==> src/hw/rtl/ptsrb_pkg.sv <==
package ptsrb_pkg;

	localparam int TAG_W = 16;
	localparam int PTS_W = 63;
	localparam int THR_W = 5;
	localparam int CFG_W = 14;
	localparam int CFG_IDX_W = 3;
	localparam int DPB_W = 18;
	localparam int MB_W = 11;
	localparam int MBS_W = 22;
	localparam int IN_DATA_W = 88;
	localparam int OUT_DATA_W = 80;
	localparam logic [7:0] BASELINE_PROFILE = 8'd66;

	typedef enum logic [1:0] {
		OP_SUBMIT = 2'd0,
		OP_DECODED = 2'd1,
		OP_DRAIN = 2'd2,
		OP_FLUSH = 2'd3
	} opcode_t;

	typedef enum logic [1:0] {
		DISP_OUTPUT = 2'd0,
		DISP_DROPPED = 2'd1,
		DISP_NOT_NEG = 2'd2
	} disp_t;

	typedef enum logic [CFG_IDX_W-1:0] {
		REG_IS_H264 = 3'd0,
		REG_PROFILE = 3'd1,
		REG_LEVEL = 3'd2,
		REG_WIDTH = 3'd3,
		REG_HEIGHT = 3'd4
	} reg_idx_t;

	typedef enum logic [2:0] {
		ST_IDLE,
		ST_EVAL,
		ST_INSERT,
		ST_EMIT1,
		ST_POP
	} state_t;

	typedef struct packed {
		logic load_in;
		logic insert;
		logic emit_single;
		logic pop;
	} dp_cmd_t;

	typedef struct packed {
		opcode_t op;
		logic negotiated;
		logic decode_ok;
		logic full;
		logic pop_go;
		logic pop_more;
		logic out_free;
		logic thr_busy;
	} dp_status_t;

	// Maximum decoded picture buffer size in macroblocks per level
	function automatic logic [DPB_W-1:0] dpb_macroblocks(input logic [7:0] level);
		logic [DPB_W-1:0] r;
		case (level)
			8'd10: r = 18'd396;
			8'd11: r = 18'd900;
			8'd12, 8'd13, 8'd20: r = 18'd2376;
			8'd21: r = 18'd4752;
			8'd22, 8'd30: r = 18'd8100;
			8'd31: r = 18'd18000;
			8'd32: r = 18'd20480;
			8'd40, 8'd41: r = 18'd32768;
			8'd42: r = 18'd34816;
			8'd50: r = 18'd110400;
			8'd51, 8'd52: r = 18'd184320;
			default: r = '0;
		endcase
		return r;
	endfunction

endpackage

==> src/hw/rtl/ptsrb_ctrl.sv <==
module ptsrb_ctrl (
	input logic clk,
	input logic arst_n,
	input logic s_tvalid,
	output logic s_tready,
	input ptsrb_pkg::dp_status_t status,
	output ptsrb_pkg::dp_cmd_t cmd
);
	import ptsrb_pkg::*;

	state_t state_q, state_d;

	// Hold the state
	always_ff @(posedge clk or negedge arst_n) begin
		if (!arst_n) begin
			state_q <= ST_IDLE;
		end else begin
			state_q <= state_d;
		end
	end

	// Sequence one word at a time
	always_comb begin
		state_d = state_q;
		cmd = '0;
		s_tready = 1'b0;
		case (state_q)
			ST_IDLE: begin
				s_tready = !status.thr_busy;
				if (s_tvalid && !status.thr_busy) begin
					cmd.load_in = 1'b1;
					state_d = ST_EVAL;
				end
			end
			ST_EVAL: begin
				case (status.op)
					OP_SUBMIT: state_d = status.negotiated ? ST_POP : ST_EMIT1;
					OP_DECODED: state_d = (!status.decode_ok || status.full)
						? ST_EMIT1 : ST_INSERT;
					default: state_d = ST_POP;
				endcase
			end
			ST_INSERT: begin
				cmd.insert = 1'b1;
				state_d = ST_IDLE;
			end
			ST_EMIT1: begin
				if (status.out_free) begin
					cmd.emit_single = 1'b1;
					state_d = ST_IDLE;
				end
			end
			ST_POP: begin
				if (!status.pop_go) begin
					state_d = ST_IDLE;
				end else if (status.out_free) begin
					cmd.pop = 1'b1;
					if (!status.pop_more) begin
						state_d = ST_IDLE;
					end
				end
			end
			default: state_d = ST_IDLE;
		endcase
	end

endmodule

==> config.mk <==
export PLATFORM = sky130hd
export DESIGN_NAME = ptsrb_ctrl
export DESIGN_NICKNAME = d
export VERILOG_FILES = /design/src/hw/rtl/ptsrb_pkg.sv /design/src/hw/rtl/ptsrb_ctrl.sv
export SDC_FILE = /design/constraint.sdc
export NUM_CORES = 1
export LEC_CHECK = 0
export ABC_AREA = 1
export ABC_CLOCK_PERIOD_IN_PS = 1230
export BUFFER_PORTS_ARGS = -buffer_cell sky130_fd_sc_hd__buf_2
export CAP_MARGIN = 20
export CORE_AREA = 2 2 39 41
export CTS_BUF_LIST = sky130_fd_sc_hd__clkbuf_4 sky130_fd_sc_hd__clkbuf_8 sky130_fd_sc_hd__clkbuf_16
export DETAILED_ROUTE_END_ITERATION = 8
export DIE_AREA = 0 0 41 43
export GPL_ROUTABILITY_DRIVEN = 0
export PLACE_DENSITY = 0.51
export SYNTH_ARGS = -nofsm -noshare
export SYNTH_HDL_FRONTEND = slang
export SYNTH_SLANG_ARGS = --single-unit
==> constraint.sdc <==
create_clock -name clk -period 1.23 [get_ports clk]
set_input_delay 0.1845 -clock clk [delete_from_list [all_inputs] [get_ports clk]]
set_output_delay 0.1845 -clock clk [all_outputs]
set_load 0.02 [all_outputs]
# Word-level counts from Yosys, hierarchy flattened
# Index checks and enable logic that the tools add are counted.
[word_totals]
ff_bits = 3
inputBits = 12
output_inout_bits = 5
elab_cells = 34
[op_classes]
eq_ne = 9
n_mux = 17
reduce_logical = 7
[op_table]
columns = ["cell", "count"]
rows = [
  ["2-to-1 mux 3 bit", 6],
  ["case mux 3 bit (4 select lines)", 1],
  ["2-to-1 mux 1 bit", 9],
  ["== test 3 x 2 -> 1 bit (second input constant)", 2],
  ["!= test 3 bit (second input constant)", 2],
  ["case mux 3 bit (2 select lines)", 1],
  ["!= test 2 bit (second input constant)", 2],
  ["AND reduction 4 bit", 1],
  ["== test 3 x 1 -> 1 bit (second input constant)", 1],
  ["== test 3 bit (second input constant)", 1],
  ["zero test 3 bit", 1],
  ["== test 2 x 1 -> 1 bit (second input constant)", 1],
  ["zero test 1 bit", 2],
  ["zero test 2 bit", 1],
  ["logical AND 1 bit", 1],
  ["logical OR 1 bit", 1],
]

# Longest topological paths before layout
# Gate-level depths: netlist of run 1.
[depth]
depth_word = 5
mapped_depth = 8
ltp_nobuf = 8

# Worst setup path before layout of run 1
# OpenSTA, ideal clock, no wires.
[synth_timing]
path_type = "register to output"
startpoint = "register state_q[0]"
endpoint = "output port cmd[3] in the netlist's numbering"
arrival_ns = 0.953
slack_ns = 0.092
stages_incl_launch_ff = 4
path_buffers = 0
path_cell_list = "dfrtp_1 -> nor2_2 -> nand2_1 -> nor2_1"
[synth_rtl]
columns = ["element", "line", "source"]
rows = [
  ["from (decl)", "ptsrb_ctrl.sv:11", "state_t state_q, state_d;"],
  ["from (signal assigned)", "ptsrb_ctrl.sv:18", "state_q <= state_d;"],
  ["to (decl)", "ptsrb_ctrl.sv:7", "output ptsrb_pkg::dp_cmd_t cmd"],
]

==> results of run 1 <==
==> cells in the mapped netlist <==
cell and count:
inv_2 1, nand2_1 15, nand4_1 2, nand3_1 5, nor2_2 1, o21ai_0 1, a21oi_1 1, nor3_1 1
nand2_2 1, inv_1 6, dfrtp_1 3, nor2_1 7
==> metal layers <==
| metal | part of all wire [%] | routed length [microns] | track usage (%) | up-vias |
|---|---|---|---|---|
| li1 | - | - | - | 188 |
| met1 | 43 | 264 | 9.355 | 145 |
| met2 | 49 | 303 | 11.88 | 10 |
| met3 | 7.8 | 48 | 3.141 | 0 |
| met4 | 0 | 0 | 8.000 | 0 |
| met5 | 0 | 0 | 0 | - |
==> worst max-delay path: stages (launching register included) <==
cell and delay [ns]:
dfrtp_2 0.43, nor2_4 0.14, nand2_2 0.08, nor2_2 0.10
buf_4 0.14
==> stage by stage <==
stage	utilization [%]	power, mW
6_report	32.82	0.8507
5_1_grt	32.82	0.9303
3_3_place_gp	25.23	0.5078
3_5_place_dp	25.23	0.5093
4_1_cts	31.19	0.8341
2_1_floorplan	-	0.4179
==> what timing repair did <==
action | CTS | global route
gates resized for setup | 9 | 5
pin swaps | 2 | 2
buffers inserted | 3 | 1
endpoints found under the setup margin | 5 | 5
gates cloned | 0 | 0
hold endpoints to repair | 3 | 0
hold buffers | 1 | 0
==> cell families (layout without fill, tap and decap cells) <==
kind of cell	Yosys count	in the layout	synth area share [%]
AOI/OAI and AO/OA	2	2	4.016
buffers and inverters	7	32	10.55
and+or+nand+nor	32	32	55.28
DFF	3	3	30.15
==> power by group <==
part           internal (mW)  leakage [nW]  switching [mW]
registers              0.140        0.0364          0.0528
logic                  0.226         0.209           0.240
clock network          0.143        0.0184          0.0495
total                  0.509         0.264           0.342
==> final timing paths <==
check | cells after the start | from | slack (ns) | endpoint
worst min register to register | 2 | state_q[2]$_DFFE_PN0P_ | 0.53 | state_q[2]$_DFFE_PN0P_
min in group clk | 4 | status[8] | 0.28 | state_q[1]$_DFFE_PN0P_
worst max register to register | 7 | state_q[1]$_DFFE_PN0P_ | 0.12 | state_q[0]$_DFFE_PN0P_
worst max-delay path | 4 | state_q[1]$_DFFE_PN0P_ | -0.08 | cmd[3]
max in group asynchronous | 2 | arst_n | 0.84 | state_q[0]$_DFFE_PN0P_
worst min-delay path | 2 | arst_n | 0.28 | state_q[2]$_DFFE_PN0P_
==> area by class of cell <==
type / count / area, sq um
Clock buffer: 4 / 30.03
Fill cell: 155 / 929.6
Inverter: 7 / 26.28
Multi-Input combinational cell: 34 / 162.7
Sequential cell: 3 / 77.57
Tap cell: 16 / 20.02
Timing Repair Buffer: 21 / 137.6
==> reports/metrics.cfg, run 1 <==
[global_routing]
grt_pass1_wl_microns = 986
antenna_found_initial = 0
track_usage_pct = 8.543
grt_max_degree = 7
grt_overflow = 0
grt_pass1_vias = 285

[worst_setup_path]
cp_max_fo = 4
critPathRequiredTime_ns = 1.05
cp-start-kind = register
cp-end-kind = output port
worst_ep_arrival_time_ns = 1.12
path_class = register to output port

[sta]
maxSlewViolCount = 0
tightest_slew_ns = 0.1507
min_period_ns = 1.308
hold_ws_ns = 0.2755
max_slew_margin_pct = 89.84
finalSetupTns_ns = -0.3007
rsz0062_at_grt = true
fmax_mhz = 764.7
setup_ws_ns = -0.07767
min_period_over_period_pct = 106.3
setup_violations = 5
hold_viol = 0
skew_ns = 0.0003410

[clocking]
clk_latency_ns = 0.23
htree_levels = 1
clock-sinks = 3
cts.clk_slew.worst_paths_ns = 0.04
cts_tree = done
clock_path_buffers = 2
cts_root_buffer = clkbuf_4
cts_buffers = 3

[routing]
via_count = 343
drt-total-wl_microns = 616
drtIter0Drc = 8
vias_per_cell = 4.035
ant_nets = 0
post_drt_wl_per_cell_microns = 7.247
first_pass_iters = 2
drc_errors = 0

[placement]
dp.cells = 76
port_buffers = 16
pre_cts_slack_ns = 0.07425
placed_area_sq_um = 349.1
hpwl_microns = 504.8

[cells_and_area]
top_register = state_q
mostFrequentLayoutCells = 14 x nand2_1, 12 x buf_2, 6 x buf_4, 5 x inv_1, 5 x nand3_1
reg_top3 = state_q: 3 flops
syn_to_final_growth_pct = 82.41
antenna_cells = 0
layoutNonFillerInstCount = 85
layout_commonest_cell = nand2_1
stdcell_area_sq_um = 454.2
largest_reg_flops = 3
final_nets = 82
drive_above_1_share_pct = 49.28

[run_status]
status = finished, violations left
violations = setup timing

[synth]
ys_top_cells_by_area = dfrtp_1 30%, nand2_1 23%, nor2_1 11%
mappedNetlistNets = 56
yosys_warnings = 0
ys_types = 12
avgSynthCellArea_sq_um = 5.659
yosysSeqAreaShare_pct = 30.15
synth_top_area_share_pct = 30.15
yosys.area.top_type = dfrtp_1
syn_inst = 44
ys_ff_latch = 3
synth_area_sq_um = 249.0

[hold_path]
hp-class = input port to asynchronous set/reset pin

[power]
peakVddDrop_mv = 0.5982
power_density_nw_per_um2 = 1873
p_leak_nw = 0.2639

[die]
die_height_microns = 43
io_pins = 17
fp.dieW_microns = 41
rows = 14
initial_core_util_pct = 17.99
core-area_sq_um = 1384
dieArea_sq_um = 1763

[flow_run]
maxCapViolations = 0

Note: power is estimated with default switching activity, not from simulation.
==> run 2, diff against run 1 <==
--- a/config.mk
+++ b/config.mk
@@ -5,7 +5,6 @@
 export SDC_FILE = /design/constraint.sdc
 export NUM_CORES = 1
 export LEC_CHECK = 0
-export ABC_AREA = 1
 export ABC_CLOCK_PERIOD_IN_PS = 1230
 export BUFFER_PORTS_ARGS = -buffer_cell sky130_fd_sc_hd__buf_2
 export CAP_MARGIN = 20
@@ -14,7 +13,7 @@
 export DETAILED_ROUTE_END_ITERATION = 8
 export DIE_AREA = 0 0 41 43
 export GPL_ROUTABILITY_DRIVEN = 0
-export PLACE_DENSITY = 0.51
+export PLACE_DENSITY = 0.5
 export SYNTH_ARGS = -nofsm -noshare
 export SYNTH_HDL_FRONTEND = slang
 export SYNTH_SLANG_ARGS = --single-unit
==> run 2 against run 1 <==
Compared with the run above: the run still ends with setup timing left; count of clock-buffer cells in the layout unchanged; sequential share of layout area is 0.89 points higher; worst setup slack got worse by 0.084 ns; global-route usage is 1.1 points higher; largest power group unchanged.
==> reports/metrics.cfg, run 2 <==
[worst_setup_path]
r2r_cells = 4
cp-start-kind = register
r2r_setup_slack_ns = 0.03
path_class = register to output port
r2r_end = state_q[0]$_DFFE_PN0P_
worst-path-buf-inv = 1
critPathCapture = cmd[3]
r2r_start = state_q[1]$_DFFE_PN0P_
worst_ep_arrival_time_ns = 1.21
path_delay_family = simple AND/OR/NAND/NOR gates
cp-startpoint = state_q[2]$_DFFE_PN0P_
max_stage_delay_ns = 0.41
cp_max_fo = 4
cp.depth = 3
critPathRequiredTime_ns = 1.05
cp-end-kind = output port
crit_path_cell_trace = nor4_4 -> and2_4 -> buf_6
cp_slowest_cell = dfrtp_1

[cells_and_area]
layoutNonFillerInstCount = 64
layout_commonest_cell = buf_2
top_register = state_q
reg_top3 = state_q: 3 flops
final_util_pct = 31.19
drive_above_1_share_pct = 66.67
stdcell_area_sq_um = 431.7
syn_to_final_growth_pct = 83.51
multiInputGateArea_sq_um = 168.9
mostFrequentLayoutCells = 13 x buf_2, 5 x buf_4, 4 x clkbuf_4
final_nets = 61
largest_reg_flops = 3
antenna_cells = 0
seq_area_sq_um = 77.57
fillerInstances = 151

[synth]
yosys.area.top_type = dfrtp_1
async_reset_ff_share_pct = 100.0
synthFlopType = dfrtp_1
synth_edf_count = 0
synth_top_area_share_pct = 31.91
ys_top_cells_by_area = dfrtp_1 32%, buf_12 8.5%, nand3b_1 6.4%
ys_types = 18
avgSynthCellArea_sq_um = 9.801
yosysSeqAreaShare_pct = 31.91
synth_area_sq_um = 235.2
mappedNetlistNets = 36
ys_ff_latch = 3
syn_inst = 24
post-synth-top-count-cell = dfrtp_1
yosys_warnings = 0
synthTopCellsByCount = 3 x dfrtp_1, 2 x a21oi_1, 2 x nand3b_1, 2 x nor2b_1, 2 x nor3_1

[clocking]
cts_buffers = 3
cts.clk_slew.worst_paths_ns = 0.04
clock-sinks = 3
cts_root_buffer = clkbuf_4
cts_tree = done
htree_levels = 1
clk_latency_ns = 0.23
clock_path_buffers = 2

[power]
peakVddDrop_mv = 0.4728
power_density_nw_per_um2 = 1280
p_leak_nw = 0.1984

[sta]
setup_ws_ns = -0.1620
tightest_slew_ns = 0.2527
max_slew_margin_pct = 83.12
min_period_over_period_pct = 113.2
hold_viol = 0
min_period_ns = 1.392
rsz0062_at_grt = true
setup_violations = 4
maxSlewViolCount = 0
fmax_mhz = 718.4
skew_ns = 0.001959

[die]
rows = 14
dieArea_sq_um = 1763
initial_core_util_pct = 17.00
io_pins = 17
core-area_sq_um = 1384
die_height_microns = 43
fp.dieW_microns = 41

[global_routing]
track_usage_pct = 9.658
grt_max_degree = 7
grt_overflow = 0
grt_pass1_wl_microns = 1090
grt_pass1_vias = 289
antenna_found_initial = 0

[flow_run]
maxCapViolations = 0

[run_status]
status = finished, violations left
violations = setup timing

[routing]
drt-total-wl_microns = 642
via_count = 279
vias_per_cell = 4.359
drtIter0Drc = 1
first_pass_iters = 4
post_drt_wl_per_cell_microns = 10.03
drc_errors = 0
ant_nets = 0

[placement]
hpwl_microns = 482.8
port_buffers = 16
placed_area_sq_um = 341.6
dp.cells = 57

[hold_path]
hp-class = input port to register

run 2: cell count changes after synthesis, sizes merged, moves of 2 or more:
cell    previous run  this run
nand3b             0         2
nor2b              0         2
nor2               8         0
nand4              2         0
nand2             16         0
inv                7         0
nand3              5         1
run 2: logic make-up after synthesis:
kind of cell / synth area share, %
AO/OA/AOI/OAI: 13.30
buffers and inverters: 8.511
flip-flops: 31.91
AND/OR/NAND/NOR: 46.28
run 2: layout make-up:
cell class              instances  area share, %
clock buffers                   4          6.957
multi-input cells              20          39.13
flip-flops and latches          3          17.97
well taps                      16          4.638
repair buffers                 21          31.30
run 2: power by group:
part / internal [mW] / switching, mW
combinational: 0.120 / 0.0928
sequential: 0.119 / 0.0290
clock: 0.143 / 0.0486
total: 0.382 / 0.170
run 2: worst min-delay path by stage:
stage | from | cells after the start | to | slack (ns)
after detailed placement | arst_n | 1 | state_q[0]$_DFFE_PN0P_ | -0.02
after global routing | status[8] | 2 | state_q[0]$_DFFE_PN0P_ | 0.21
final | status[8] | 2 | state_q[0]$_DFFE_PN0P_ | 0.20
after floorplan | arst_n | 0 | state_q[0]$_DFFE_PN0P_ | -0.11
after global placement | arst_n | 1 | state_q[1]$_DFFE_PN0P_ | -0.02
after CTS | status[8] | 2 | state_q[0]$_DFFE_PN0P_ | 0.19
run 2: per-stage QoR:
stage,setup WS (ns),hold WS [ns],TNS [ns],power [mW]
finish,-0.1620,0.2021,-0.4828,0.5525
global route,-0.2256,0.2098,-0.8085,0.5949
CTS,-0.1882,0.1906,-0.5916,0.5488
detailed placement,0.01321,-0.01536,0,0.3208
global placement,0.02453,-0.01749,0,0.3195
floorplan,-0.06453,-0.1111,-0.06453,0.2591
run 2: repair_timing:
item,CTS,global route
gates resized for setup,7,3
cloned,0,0
pin swaps,3,0
buffers inserted,2,0
hold endpoints to repair,3,0
endpoints found under the setup margin,5,6
hold buffers,1,0
run 2: per-layer routing:
layer / GRT usage, % / part of all wire [%]
met5: 0 / 0
met1: 10.36 / 42
met4: 6.000 / 0
met3: 4.712 / 5.9
met2: 14.37 / 52
